[src/hw/rtl/pls_pkg.sv]
// Package for the positional list store: field widths, command, status and
// micro-operation codes, and the packed beat and control/status structs.
// Depends on nothing; every other RTL file of the block but pls_ram imports it.
package pls_pkg;

    localparam int CMD_W  = 2;
    localparam int POS_W  = 7;
    localparam int ITEM_W = 32;
    localparam int STAT_W = 2;
    localparam int LEN_W  = 7;
    localparam int OP_W   = 4;

    // Request commands.
    localparam logic [CMD_W-1:0] CMD_INSERT   = 2'd0;
    localparam logic [CMD_W-1:0] CMD_REMOVE   = 2'd1;
    localparam logic [CMD_W-1:0] CMD_RETRIEVE = 2'd2;
    localparam logic [CMD_W-1:0] CMD_LENGTH   = 2'd3;

    // Response status codes.
    localparam logic [STAT_W-1:0] RSP_OK      = 2'd0;
    localparam logic [STAT_W-1:0] RSP_BAD_POS = 2'd1;
    localparam logic [STAT_W-1:0] RSP_FULL    = 2'd2;

    // Micro-operations issued by the controller to the datapath.
    localparam logic [OP_W-1:0] OP_IDLE     = 4'd0;
    localparam logic [OP_W-1:0] OP_CHECK    = 4'd1;
    localparam logic [OP_W-1:0] OP_WALK     = 4'd2;
    localparam logic [OP_W-1:0] OP_INS_HEAD = 4'd3;
    localparam logic [OP_W-1:0] OP_INS_A    = 4'd4;
    localparam logic [OP_W-1:0] OP_INS_B    = 4'd5;
    localparam logic [OP_W-1:0] OP_RM_A     = 4'd6;
    localparam logic [OP_W-1:0] OP_RM_RD    = 4'd7;
    localparam logic [OP_W-1:0] OP_RM_MV    = 4'd8;
    localparam logic [OP_W-1:0] OP_RM_FIX   = 4'd9;
    localparam logic [OP_W-1:0] OP_RT       = 4'd10;
    localparam logic [OP_W-1:0] OP_RESP     = 4'd11;

    typedef struct packed {
        logic [CMD_W-1:0]  cmd;
        logic [POS_W-1:0]  position;
        logic [ITEM_W-1:0] item_in;
    } pls_in_t;

    typedef struct packed {
        logic [STAT_W-1:0] status;
        logic [ITEM_W-1:0] item_out;
        logic [LEN_W-1:0]  length;
    } pls_out_t;

    typedef struct packed {
        logic            latch;
        logic [OP_W-1:0] op;
    } pls_ctl_t;

    typedef struct packed {
        logic [CMD_W-1:0]  cmd;
        logic [STAT_W-1:0] status;
        logic              pos_one;
        logic              walk_done;
        logic              reloc;
        logic              out_free;
    } pls_sts_t;

endpackage

[src/hw/rtl/positional_list_store_core.sv]
// Top level of the positional list store: an ordered list of item words
// addressed by 1-based position. Depends on pls_pkg, pls_ctrl and pls_dpath.
//
//  Channel   Direction  Handshake          Beat
//  s_        in         s_valid/s_ready    pls_in_t  {cmd, position, item_in}
//  m_        out        m_valid/m_ready    pls_out_t {status, item_out, length}
//
// One request is taken at a time. A rejected request or a length read goes
// from the check step straight to the response step; a head insert goes
// through its update step; any other request walks the successor links one
// slot a cycle from the head before its update steps, with read, move and fix
// steps added for a remove that moves the highest slot into the freed one.
// The controller is back in its idle state before the next beat is accepted.
// Reset clears the count, head and tail registers; the slot RAMs are not
// cleared, since no slot is read before it has been written.
// A finished beat waits in the output register; the next request is accepted
// meanwhile and its result holds back until that register has been emptied.
module positional_list_store_core
    import pls_pkg::*;
#(
    // Number of slots; the 7-bit length and position fields allow 2 to 127.
    parameter int DEPTH      = 64,
    // Stored width of an item word, 1 to 32; wider input bits are dropped.
    parameter int ITEM_WIDTH = 32
) (
    input  logic     aclk,
    input  logic     aresetn,
    input  logic     s_valid,
    output logic     s_ready,
    input  pls_in_t  s_data,
    output logic     m_valid,
    input  logic     m_ready,
    output pls_out_t m_data
);

    // Controller and datapath talk only through these two structs.
    pls_ctl_t ctl;
    pls_sts_t sts;

    pls_ctrl u_ctrl (
        .aclk    (aclk),
        .aresetn (aresetn),
        .s_valid (s_valid),
        .s_ready (s_ready),
        .sts     (sts),
        .ctl     (ctl)
    );

    pls_dpath #(
        .DEPTH      (DEPTH),
        .ITEM_WIDTH (ITEM_WIDTH)
    ) u_dpath (
        .aclk    (aclk),
        .aresetn (aresetn),
        .s_data  (s_data),
        .ctl     (ctl),
        .sts     (sts),
        .m_valid (m_valid),
        .m_ready (m_ready),
        .m_data  (m_data)
    );

endmodule

[src/hw/rtl/pls_ram.sv]
// Generic simple dual-port RAM: one write port, one read port with a
// registered read. Depends on nothing.
module pls_ram #(
    parameter int WIDTH = 32,
    parameter int DEPTH = 64
) (
    input  logic                     aclk,
    input  logic                     we,
    input  logic [$clog2(DEPTH)-1:0] waddr,
    input  logic [WIDTH-1:0]         wdata,
    input  logic [$clog2(DEPTH)-1:0] raddr,
    output logic [WIDTH-1:0]         rdata
);

    logic [WIDTH-1:0] mem [DEPTH];
    logic [WIDTH-1:0] rdata_reg;

    always_ff @(posedge aclk) begin
        if (we) begin
            mem[waddr] <= wdata;
        end
        rdata_reg <= mem[raddr];
    end

    assign rdata = rdata_reg;

endmodule

[src/hw/rtl/pls_ctrl.sv]
// Controller of the positional list store: sequences each request through
// check, optional walk and update, and response steps. Depends on pls_pkg.
module pls_ctrl
    import pls_pkg::*;
(
    input  logic     aclk,
    input  logic     aresetn,
    input  logic     s_valid,
    output logic     s_ready,
    input  pls_sts_t sts,
    output pls_ctl_t ctl
);

    localparam logic [3:0] S_IDLE     = 4'd0;
    localparam logic [3:0] S_CHECK    = 4'd1;
    localparam logic [3:0] S_WALK     = 4'd2;
    localparam logic [3:0] S_INS_HEAD = 4'd3;
    localparam logic [3:0] S_INS_A    = 4'd4;
    localparam logic [3:0] S_INS_B    = 4'd5;
    localparam logic [3:0] S_RM_A     = 4'd6;
    localparam logic [3:0] S_RM_RD    = 4'd7;
    localparam logic [3:0] S_RM_MV    = 4'd8;
    localparam logic [3:0] S_RM_FIX   = 4'd9;
    localparam logic [3:0] S_RT       = 4'd10;
    localparam logic [3:0] S_RESP     = 4'd11;

    logic [3:0] state_reg;
    logic [3:0] state_next;

    always_ff @(posedge aclk) begin
        if (!aresetn) begin
            state_reg <= S_IDLE;
        end else begin
            state_reg <= state_next;
        end
    end

    always_comb begin
        state_next = state_reg;
        ctl.latch  = 1'b0;
        ctl.op     = OP_IDLE;
        case (state_reg)
            S_IDLE: begin
                ctl.latch = s_valid;
                if (s_valid) begin
                    state_next = S_CHECK;
                end
            end
            S_CHECK: begin
                ctl.op = OP_CHECK;
                if (sts.status != RSP_OK || sts.cmd == CMD_LENGTH) begin
                    state_next = S_RESP;
                end else if (sts.cmd == CMD_INSERT && sts.pos_one) begin
                    state_next = S_INS_HEAD;
                end else begin
                    state_next = S_WALK;
                end
            end
            S_WALK: begin
                ctl.op = OP_WALK;
                if (sts.walk_done) begin
                    case (sts.cmd)
                        CMD_INSERT: state_next = S_INS_A;
                        CMD_REMOVE: state_next = S_RM_A;
                        default:    state_next = S_RT;
                    endcase
                end
            end
            S_INS_HEAD: begin
                ctl.op     = OP_INS_HEAD;
                state_next = S_RESP;
            end
            S_INS_A: begin
                ctl.op     = OP_INS_A;
                state_next = S_INS_B;
            end
            S_INS_B: begin
                ctl.op     = OP_INS_B;
                state_next = S_RESP;
            end
            S_RM_A: begin
                ctl.op     = OP_RM_A;
                state_next = sts.reloc ? S_RM_RD : S_RESP;
            end
            S_RM_RD: begin
                ctl.op     = OP_RM_RD;
                state_next = S_RM_MV;
            end
            S_RM_MV: begin
                ctl.op     = OP_RM_MV;
                state_next = S_RM_FIX;
            end
            S_RM_FIX: begin
                ctl.op     = OP_RM_FIX;
                state_next = S_RESP;
            end
            S_RT: begin
                ctl.op     = OP_RT;
                state_next = S_RESP;
            end
            S_RESP: begin
                ctl.op = OP_RESP;
                if (sts.out_free) begin
                    state_next = S_IDLE;
                end
            end
            default: begin
                state_next = S_IDLE;
            end
        endcase
    end

    assign s_ready = (state_reg == S_IDLE);

endmodule

[src/hw/rtl/pls_dpath.sv]
// Datapath of the positional list store: request register, list head, tail
// and count, link walker, the three slot RAMs and the result register.
// Depends on pls_pkg and pls_ram.
module pls_dpath
    import pls_pkg::*;
#(
    parameter int DEPTH      = 64,
    parameter int ITEM_WIDTH = 32
) (
    input  logic     aclk,
    input  logic     aresetn,
    input  pls_in_t  s_data,
    input  pls_ctl_t ctl,
    output pls_sts_t sts,
    output logic     m_valid,
    input  logic     m_ready,
    output pls_out_t m_data
);

    localparam int SW   = $clog2(DEPTH);
    localparam int CW   = $clog2(DEPTH + 1);
    localparam int CMPW = ((CW > POS_W) ? CW : POS_W) + 1;

    pls_in_t               in_reg;
    logic [CW-1:0]         count_reg, count_next;
    logic [SW-1:0]         first_reg, first_next;
    logic [SW-1:0]         tail_reg, tail_next;
    logic [SW-1:0]         a_reg, a_next;
    logic [SW-1:0]         b_reg, b_next;
    logic [SW-1:0]         c_reg, c_next;
    logic [POS_W-1:0]      steps_reg, steps_next;
    logic                  started_reg, started_next;
    logic [STAT_W-1:0]     status_reg, status_next;
    logic [ITEM_WIDTH-1:0] res_item_reg, res_item_next;
    logic                  out_valid_reg, out_valid_next;
    pls_out_t              out_reg, out_next;

    logic                  item_we, next_we, prev_we;
    logic [SW-1:0]         item_waddr, next_waddr, prev_waddr;
    logic [ITEM_WIDTH-1:0] item_wdata;
    logic [SW-1:0]         next_wdata, prev_wdata;
    logic [SW-1:0]         rd_addr;
    logic [ITEM_WIDTH-1:0] item_rdata;
    logic [SW-1:0]         next_rdata, prev_rdata;

    logic [CMPW-1:0]       pos_x, cnt_x;
    logic [CW-1:0]         cnt_dec;
    logic [SW-1:0]         s_slot, walk_cur;
    logic                  bad_ins, bad_rr, full, mid, at_tail, out_free;
    logic [STAT_W-1:0]     chk_status;
    logic [ITEM_W-1:0]     item_ext;

    pls_ram #(.WIDTH(ITEM_WIDTH), .DEPTH(DEPTH)) u_item_ram (
        .aclk  (aclk),
        .we    (item_we),
        .waddr (item_waddr),
        .wdata (item_wdata),
        .raddr (rd_addr),
        .rdata (item_rdata)
    );

    pls_ram #(.WIDTH(SW), .DEPTH(DEPTH)) u_next_ram (
        .aclk  (aclk),
        .we    (next_we),
        .waddr (next_waddr),
        .wdata (next_wdata),
        .raddr (rd_addr),
        .rdata (next_rdata)
    );

    pls_ram #(.WIDTH(SW), .DEPTH(DEPTH)) u_prev_ram (
        .aclk  (aclk),
        .we    (prev_we),
        .waddr (prev_waddr),
        .wdata (prev_wdata),
        .raddr (rd_addr),
        .rdata (prev_rdata)
    );

    // Position checks against the current count.
    always_comb begin
        pos_x   = CMPW'(in_reg.position);
        cnt_x   = CMPW'(count_reg);
        cnt_dec = count_reg - CW'(1);
        s_slot  = count_reg[SW-1:0];
        bad_ins = (in_reg.position == '0) || (pos_x > cnt_x + CMPW'(1));
        bad_rr  = (in_reg.position == '0) || (pos_x > cnt_x);
        full    = (cnt_x == CMPW'(DEPTH));
        mid     = (pos_x <= cnt_x);
        at_tail = (pos_x == cnt_x);
        case (in_reg.cmd)
            CMD_INSERT:   chk_status = bad_ins ? RSP_BAD_POS : (full ? RSP_FULL : RSP_OK);
            CMD_REMOVE:   chk_status = bad_rr ? RSP_BAD_POS : RSP_OK;
            CMD_RETRIEVE: chk_status = bad_rr ? RSP_BAD_POS : RSP_OK;
            default:      chk_status = RSP_OK;
        endcase
        walk_cur = started_reg ? next_rdata : first_reg;
        out_free = !out_valid_reg || m_ready;
        item_ext = '0;
        item_ext[ITEM_WIDTH-1:0] = res_item_reg;
    end

    always_comb begin
        sts.cmd       = in_reg.cmd;
        sts.status    = chk_status;
        sts.pos_one   = (in_reg.position == POS_W'(1));
        sts.walk_done = (steps_reg == '0);
        sts.reloc     = (a_reg != cnt_dec[SW-1:0]) && (cnt_dec != '0);
        sts.out_free  = out_free;
    end

    always_comb begin
        count_next     = count_reg;
        first_next     = first_reg;
        tail_next      = tail_reg;
        a_next         = a_reg;
        b_next         = b_reg;
        c_next         = c_reg;
        steps_next     = steps_reg;
        started_next   = started_reg;
        status_next    = status_reg;
        res_item_next  = res_item_reg;
        out_valid_next = out_valid_reg && !m_ready;
        out_next       = out_reg;
        item_we        = 1'b0;
        next_we        = 1'b0;
        prev_we        = 1'b0;
        item_waddr     = s_slot;
        next_waddr     = s_slot;
        prev_waddr     = s_slot;
        item_wdata     = in_reg.item_in[ITEM_WIDTH-1:0];
        next_wdata     = first_reg;
        prev_wdata     = s_slot;
        rd_addr        = a_reg;
        case (ctl.op)
            OP_CHECK: begin
                status_next   = chk_status;
                res_item_next = '0;
                started_next  = 1'b0;
                if (in_reg.cmd == CMD_INSERT) begin
                    steps_next = in_reg.position - POS_W'(2);
                end else begin
                    steps_next = in_reg.position - POS_W'(1);
                end
            end
            OP_WALK: begin
                rd_addr = walk_cur;
                if (steps_reg == '0) begin
                    a_next = walk_cur;
                end else begin
                    steps_next   = steps_reg - POS_W'(1);
                    started_next = 1'b1;
                end
            end
            OP_INS_HEAD: begin
                item_we = 1'b1;
                if (count_reg != '0) begin
                    next_we    = 1'b1;
                    prev_we    = 1'b1;
                    prev_waddr = first_reg;
                end else begin
                    tail_next = s_slot;
                end
                first_next = s_slot;
                count_next = count_reg + CW'(1);
            end
            OP_INS_A: begin
                item_we    = 1'b1;
                prev_we    = 1'b1;
                prev_wdata = a_reg;
                next_we    = mid;
                next_wdata = next_rdata;
                b_next     = next_rdata;
            end
            OP_INS_B: begin
                next_we    = 1'b1;
                next_waddr = a_reg;
                next_wdata = s_slot;
                if (mid) begin
                    prev_we    = 1'b1;
                    prev_waddr = b_reg;
                end else begin
                    tail_next = s_slot;
                end
                count_next = count_reg + CW'(1);
            end
            OP_RM_A: begin
                // Read data holds the links of the removed slot.
                if (in_reg.position == POS_W'(1)) begin
                    if (!at_tail) begin
                        first_next = next_rdata;
                    end
                end else if (!at_tail) begin
                    next_we    = 1'b1;
                    next_waddr = prev_rdata;
                    next_wdata = next_rdata;
                    prev_we    = 1'b1;
                    prev_waddr = next_rdata;
                    prev_wdata = prev_rdata;
                end else begin
                    tail_next = prev_rdata;
                end
                count_next = cnt_dec;
            end
            OP_RM_RD: begin
                rd_addr = s_slot;
            end
            OP_RM_MV: begin
                item_we    = 1'b1;
                item_waddr = a_reg;
                item_wdata = item_rdata;
                next_we    = 1'b1;
                next_waddr = a_reg;
                next_wdata = next_rdata;
                prev_we    = 1'b1;
                prev_waddr = a_reg;
                prev_wdata = prev_rdata;
                b_next     = next_rdata;
                c_next     = prev_rdata;
            end
            OP_RM_FIX: begin
                if (s_slot == first_reg) begin
                    first_next = a_reg;
                end else begin
                    next_we    = 1'b1;
                    next_waddr = c_reg;
                    next_wdata = a_reg;
                end
                if (s_slot == tail_reg) begin
                    tail_next = a_reg;
                end else begin
                    prev_we    = 1'b1;
                    prev_waddr = b_reg;
                    prev_wdata = a_reg;
                end
            end
            OP_RT: begin
                res_item_next = item_rdata;
            end
            OP_RESP: begin
                if (out_free) begin
                    out_valid_next   = 1'b1;
                    out_next.status  = status_reg;
                    out_next.item_out = item_ext;
                    out_next.length  = cnt_x[LEN_W-1:0];
                end
            end
            default: begin
            end
        endcase
    end

    always_ff @(posedge aclk) begin
        if (!aresetn) begin
            count_reg     <= '0;
            first_reg     <= '0;
            tail_reg      <= '0;
            out_valid_reg <= 1'b0;
        end else begin
            count_reg     <= count_next;
            first_reg     <= first_next;
            tail_reg      <= tail_next;
            out_valid_reg <= out_valid_next;
        end
    end

    always_ff @(posedge aclk) begin
        if (ctl.latch) begin
            in_reg <= s_data;
        end
        a_reg        <= a_next;
        b_reg        <= b_next;
        c_reg        <= c_next;
        steps_reg    <= steps_next;
        started_reg  <= started_next;
        status_reg   <= status_next;
        res_item_reg <= res_item_next;
        out_reg      <= out_next;
    end

    assign m_valid = out_valid_reg;
    assign m_data  = out_reg;

endmodule
[config.mk]
export PLATFORM = sky130hd
export DESIGN_NAME = positional_list_store_core
export DESIGN_NICKNAME = d
export VERILOG_FILES = /design/src/hw/rtl/pls_pkg.sv /design/src/hw/rtl/positional_list_store_core.sv /design/src/hw/rtl/pls_ram.sv /design/src/hw/rtl/pls_ctrl.sv /design/src/hw/rtl/pls_dpath.sv
export SDC_FILE = /design/constraint.sdc
export NUM_CORES = 2
export LEC_CHECK = 0
export BUFFER_PORTS_ARGS = -buffer_cell sky130_fd_sc_hd__buf_2
export CAP_MARGIN = 20
export CORE_UTILIZATION = 63
export CTS_CLUSTER_DIAMETER = 200
export DETAILED_ROUTE_END_ITERATION = 7
export GPL_TIMING_DRIVEN = 0
export PLACE_DENSITY = 0.79
export SLEW_MARGIN = 20
export SYNTH_ARGS = -nofsm -noshare
export SYNTH_HDL_FRONTEND = slang
export SYNTH_SLANG_ARGS = --single-unit
export TNS_END_PERCENT = 50
[constraint.sdc]
create_clock -name aclk -period 7.2 [get_ports aclk]
set_input_delay 0.72 -clock aclk [delete_from_list [all_inputs] [get_ports aclk]]
set_output_delay 0.72 -clock aclk [all_outputs]
set_load 0.02 [all_outputs]
---- Yosys cells after proc, flatten, opt, wreduce, memory -nomap -nowiden ----
Memories as Yosys holds them, arrays and structs flattened. A register that Yosys moved wholly into a read port is not among the register bits.
Index checks and enable logic that the tools add are counted.
word-level totals
  bits in writable memories ............... 2816
  bits of input ports ..................... 45
  memories ................................ 3
  register bits after elaboration ......... 166
  word-level logic and storage cells ...... 172
  output and inout bits ................... 43
memories
  name                    words  bits a word  rd ports  clocked after Yosys merged registers in  wr ports  RTL line       text
  u_dpath.u_item_ram.mem  64     32           1         1                                        1         pls_ram.sv:15  logic [WIDTH-1:0] mem [DEPTH];
  u_dpath.u_next_ram.mem  64     6            1         1                                        1         pls_ram.sv:15
  u_dpath.u_prev_ram.mem  64     6            1         1                                        1         pls_ram.sv:15
operators by class
  mux-type cells .......................... 67
  $lt $le $gt $ge ......................... 3
  reduce and logical (&&, ||, !) cells .... 33
  equal/unequal tests ..................... 42
  add/subtract/negate cells ............... 6
operators with widths
  cell                                                  number
  2-to-1 mux 6 bit                                      21
  one-hot mux 6 bit (4 select lines)                    3
  one-hot mux 32 bit (2 select lines)                   1
  one-hot mux 4 bit (11 select lines)                   1
  one-hot mux 4 bit (9 select lines)                    1
  one-hot mux 6 bit (3 select lines)                    2
  equality test 4 x 3 -> 1 bit (second input constant)  8
  equality test 4 bit (second input constant)           8
  2-to-1 mux 32 bit                                     1
  one-hot mux 6 bit (5 select lines)                    1
  one-hot mux 7 bit (2 select lines)                    2
  subtractor 7 x 1 -> 7 bit (second input constant)     3
  2-to-1 mux 4 bit                                      5
  2-to-1 mux 1 bit                                      19
  equality test 4 x 2 -> 1 bit (second input constant)  4
  logical NOT 7 bit                                     2
  2-to-1 mux 7 bit                                      2
  != test 2 bit (second input constant)                 7
  nonzero test 7 bit                                    2
  equality test 6 bit                                   2
  one-hot mux 6 bit (2 select lines)                    1
  one-hot mux 1 bit (5 select lines)                    2
  adder 7 x 1 -> 8 bit (second input constant)          1
  equality test 4 x 1 -> 1 bit (second input constant)  2
  other kinds (30)                                      50

---- Depth between registers and ports, before layout ----
  depth in word-level cells ............... 9
  mapped depth ............................ 17
  gate-level depth less buffers ........... 12

---- By module ----
From an unflattened synthesis, not the netlist that was laid out.
second synthesis, totals
  cells, all modules ...................... 5554
  area total of the unflattened synthesis .. 117861.8 um^2
by module, submodules not included
  module                            area an instance (um^2)  instances  cells each  sequential area each (um^2)
  pls_ram (u_dpath.u_item_ram)      78512.8                  1          3324        62139.6
  pls_ram (u_dpath.u_next_ram ...)  15225.9                  2          720         11651.2
  pls_dpath                         8499.4                   1          744         4664.5
  pls_ctrl                          397.9                    1          46          80.1

---- Worst setup path after synthesis ----
No wires, ideal clock.
  path kind ............................... reg-to-reg
  start ................................... reg u_dpath.count_reg[0]
  end ..................................... mem u_dpath.u_prev_ram.mem[0][5] (netlist bit) (data pin)
  clock period less this slack ............ 5.119 ns
  required time ........................... 6.631 ns
  data arrival time ....................... 4.550 ns
  buffers on the path ..................... 3
  setup slack ............................. 2.081 ns
  setup time .............................. 0.569 ns
  cell stages (with the launch flop) ...... 14
  cells stage by stage .................... dfxtp_1 -> clkbuf_1 -> buf_1 -> inv_1 -> ha_1 -> nand4b_1 -> or2_2 -> buf_1 -> nand2_1 -> nand2_1 -> a21oi_1 -> a2111oi_0 -> a21oi_1 -> a2bb2oi_1
on the way
  word-level cells in the longest chain between the ends .. 4
  elaborated cells on any way between the ends .. 6
  classes of those cells .................. 2 x eq/ne; 4 x mux
ends and longest elaborated chain
  what                                  RTL line          text
  start, declared                       pls_dpath.sv:25   logic [CW-1:0] count_reg, count_next;
  start signal, assigned                pls_dpath.sv:260  count_reg <= count_next;
  equality test 7 bit                   pls_dpath.sv:90   at_tail = (pos_x == cnt_x);
  2-to-1 mux 6 bit                      pls_dpath.sv:193  end else if (!at_tail) begin
  2-to-1 mux 6 bit                      pls_dpath.sv:189  if (in_reg.position == POS_W'(1)) begin
  one-hot mux 6 bit (4 select lines) *  pls_dpath.sv:135  case (ctl.op)
  net u_dpath.prev_wdata[5]             pls_dpath.sv:41   logic [SW-1:0] next_wdata, prev_wdata;
  end, declared                         pls_ram.sv:15
The timed path passes the listed nets; every way through them passes the cells marked *.

---- Worst setup path in the final report ----
  start ................................... reg u_dpath.count_reg[0]
  end ..................................... mem u_dpath.u_prev_ram.mem[30][0] (netlist bit), enable pin
on the way
  word-level cells in the longest chain between the ends .. 6
  elaborated cells on any way between the ends .. 18
  classes of those cells .................. 1 x order compare; 2 x eq/ne; 14 x mux; 1 x reduce/logical
ends and longest elaborated chain
  what
  parallel branches: the longest is 6 deep, another holds <= comparator 7 bit
Parallel ways; which one is timed is not known.

==> metrics <==
Worst path max stage delay=1.20 ns; clock root cell=clkbuf_16; TritonRoute pass-1 iters=8; dpl cells=10500; worst endpoint required time=7.73 ns; FF-to-FF path depth=13; final setup fails=298; CP top delay family=simple AND/OR/NAND/NOR gates; HPWL after detailed placement=278000 um; unrepaired setup endpoints after global routing=yes; Worst Slack Setup Final=-0.386 ns; Post-CTS Setup Inserts=0; crit share post-route=105%; Worst Path Buf+Inv=4; Post-synth top flop=edfxtp_1; H-Tree Depth=5; syn nets=7875; Finished Core Util=72.8%; antenna violations before repair=41; CTS clk-pin slew, worst paths=0.06 ns; reg-to-reg startpoint=u_dpath.count_reg[0]$_SDFFE_PN0P_; Iter 0 DRT Violations=14700; CTS sink cnt=3026; cell leakage power=46.0 nW; run status=finished, violations left; crit path DAT=8.12 ns; final wirelength=408000 um; cts bufs inserted=311; WS Path Type=flop to flop; top flop regs=u_dpath.u_item_ram.mem: 2048 flops, u_dpath.u_next_ram.mem: 384 flops, u_dpath.u_prev_ram.mem: 384 flops; final max-slew violation count=0; final hold violations=0; CP max FO=10; Ys Warns=0; achievable clock frequency=132 MHz; Die Ht=436 um; clock insertion delay at the later pin of the skew report=0.97 ns; Largest Register=u_dpath.u_item_ram.mem; Vias per Instance=7.15; Total GRT Usage=42.3%; largest net degree at the start of global routing=65; die footprint=190000 um2; post-synth cell types=79; Sequential Area=90200 um2; Seq/Total Area, Yosys=76.0%; final RePlAce weighted congestion=1.02; cells along the critical path=clkbuf_1 > buf_1 > inv_1 > ha_1 > nand4b_1 > nor2_1 > clkbuf_1 > o21ai_0 > a21oi_1 > nor3_1 > a22oi_1 > nand3_1 > nor2_1; Rows=158; Starting Density=63.7%; HP Class=primary input to flop; failing checks=design-rule violations, negative setup slack; DR vias=79300; Syn-to-layout area delta=14.3%; residual DRC count=1; Congestion Overflow GR=0; Final Total Pwr=53.5 mW; multi-input logic area=27300 um2; asr flop ratio synth=0%; maximum root-to-sink buffer count=4; Synth Instances=7801; Peak VDD IR=519 uV; Final Instance Count excl. Fillers=11100; startpoint types=flop; number of enable flip-flop cells after synthesis=2958; hold depth=1; Post-Syn Area per Cell=15.2 um2; vias in the first global route=75100; reg-to-reg endpoint=u_dpath.u_prev_ram.mem[30][0]$_DFFE_PP_; Slew @ Worst Pin=1.36 ns; synthesized cell area=119000 um2; CTS tree=done; fin crit period=7.59 ns; total core area=186000 um2; post-route ant nets=0; max FFs per register=2048; layout cells sized above 1=11.3%; I/O pin cnt=88; Worst Setup End Kind=flop; Fillers=11000; r2r setup slk=-0.39 ns; Port-buffer cells=87; Die X=436 um; stages on the worst setup path=13; normalized max-slew margin=9.49%; CP max stage cell=nand3_1; hold wc startpoint=s_data[1]; first-pass GRT wire length=555000 um; PwrDens=395 nW/um2; average wire per standard cell=36.8 um; skew final=0.0685 ns; worst hold margin=0.0842 ns; Max-cap violations=0; WHS Endpoint=u_dpath.in_reg[1]$_DFFE_PP_; Synth Register Bits=3026; Final Net Count=8435
[report_power, final]
group,leakage [nW],switching [mW],internal [mW]
combinational,14.0,11.7,3.34
clock,4.62,6.63,8.77
sequential,27.4,0.352,22.7
total,46.0,18.7,34.8
[layout by cell type (no fill, tap or decap), types with 16 or more instances in the layout]
master	n
a21oi_1	46
a31oi_1	180
a32oi_1	132
and2_1	45
and3_1	47
and4_1	44
buf_1	25
buf_12	55
buf_16	50
buf_2	252
bufinv_16	19
clkbuf_1	303
clkbuf_16	315
clkbuf_2	18
clkinv_1	56
clkinv_2	51
dfxtp_1	68
diode_2	24
dlygate4sd3_1	38
edfxtp_1	2958
ha_1	29
inv_1	26
mux2i_1	844
nand2_1	1311
nand2_4	23
nand3_1	358
nand4_1	136
nor2_1	163
nor2_4	65
nor2b_1	23
nor3_1	16
o21ai_0	204
o22ai_1	355
xnor2_1	30
[area by class of cell]
class | count | share of cell area, %
Sequential cell | 3026 | 66.5
Multi-Input combinational cell | 4284 | 20.1
Clock buffer | 383 | 6.07
Timing Repair Buffer | 247 | 2.54
Tap cell | 2480 | 2.29
Buffer | 464 | 1.51
Clock inverter | 145 | 0.891
Inverter | 27 | 0.0747
Antenna cell | 24 | 0.0443
[cells in the mapped netlist, types with 6 or more instances]
library cell  count  share of area [%]
o211ai_1          6              0.038
inv_1            26              0.082
buf_1            27              0.085
o31ai_1           8              0.051
and3_1           48               0.25
a32oi_1         132               0.97
a21oi_1          46               0.19
or3_1             7              0.037
dfxtp_1          68                1.1
nor2b_1          23               0.12
and4_1           44               0.32
a221o_1          16               0.13
nand2_1        1348                4.3
mux2i_1         844                7.1
a22oi_1          10              0.063
xor2_1           11              0.081
edfxtp_1       2958                 75
a31oi_1         180               0.95
buf_2           162               0.68
nand4_1         136               0.72
o21ai_1          13              0.055
xnor2_1          30               0.22
buf_6             9              0.085
and2_1           45               0.24
a221oi_1         12              0.089
clkbuf_1        263               0.83
nand3b_1         11              0.070
nor3_1           17              0.072
o21ai_0         206               0.87
ha_1             29               0.31
nor2_1          238               0.75
o22ai_1         355                1.9
nand3_1         358                1.5
mux2_2            9              0.085
a22o_1            8              0.059
o21a_1            6              0.038
a2bb2oi_1         6              0.044
[how the worst max path moves through the flow]
stage / start / to / slack [ns]
CTS: u_dpath.count_reg[0]$_SDFFE_PN0P_ / u_dpath.u_prev_ram.mem[30][4]$_DFFE_PP_ / -0.18
floorplan: u_dpath.count_reg[0]$_SDFFE_PN0P_ / u_dpath.u_prev_ram.mem[0][5]$_DFFE_PP_ / 2.08
global placement: u_dpath.count_reg[0]$_SDFFE_PN0P_ / u_dpath.u_prev_ram.mem[40][3]$_DFFE_PP_ / -2.27
global route: u_dpath.count_reg[0]$_SDFFE_PN0P_ / u_dpath.u_prev_ram.mem[30][4]$_DFFE_PP_ / -0.25
finish: u_dpath.count_reg[0]$_SDFFE_PN0P_ / u_dpath.u_prev_ram.mem[30][0]$_DFFE_PP_ / -0.39
detailed placement: u_dpath.count_reg[0]$_SDFFE_PN0P_ / u_dpath.u_prev_ram.mem[14][0]$_DFFE_PP_ / -0.26
[stage by stage]
stage | worst slack [ns] | cell area [um2] | TNS (ns)
after floorplan | 2.08 | 119000 | 0
after global placement | -2.27 | 122000 | -1090.81
after detailed placement | -0.258 | 126000 | -13.22
after CTS | -0.178 | 136000 | -4.87
after global routing | -0.248 | 136000 | -17.08
final | -0.386 | 136000 | -47.16
[logic make-up after synthesis]
group	count (synthesis)	share of synthesized area [%]
DFF	3026	76.0
and+or+nand+nor	2305	8.55
AOI/OAI and AO/OA	1056	5.86
muxes	853	7.20
buffers and inverters	491	1.79
xor gates and xnor gates	41	0.303
adders and majority gates	29	0.306
[routing by layer]
metal | GRT usage, % | wire (um) | part of all wire [%]
met1 | 52.7 | 131000 | 32
met2 | 62.8 | 179000 | 44
met3 | 14.8 | 65600 | 16
met4 | 28.2 | 33200 | 8.1
met5 | 0 | 131 | 0.032
[repair_timing]
| action | in CTS | in global routing |
|---|---|---|
| pin swaps | 0 | 0 |
| gates resized for setup | 4 | 3 |
| cloned | 0 | 0 |
| endpoints found under the setup margin | 76 | 189 |
| hold buffers | 38 | 0 |
| hold endpoints to repair | 38 | 0 |
No activity file was read; power rests on OpenSTA's default activity.
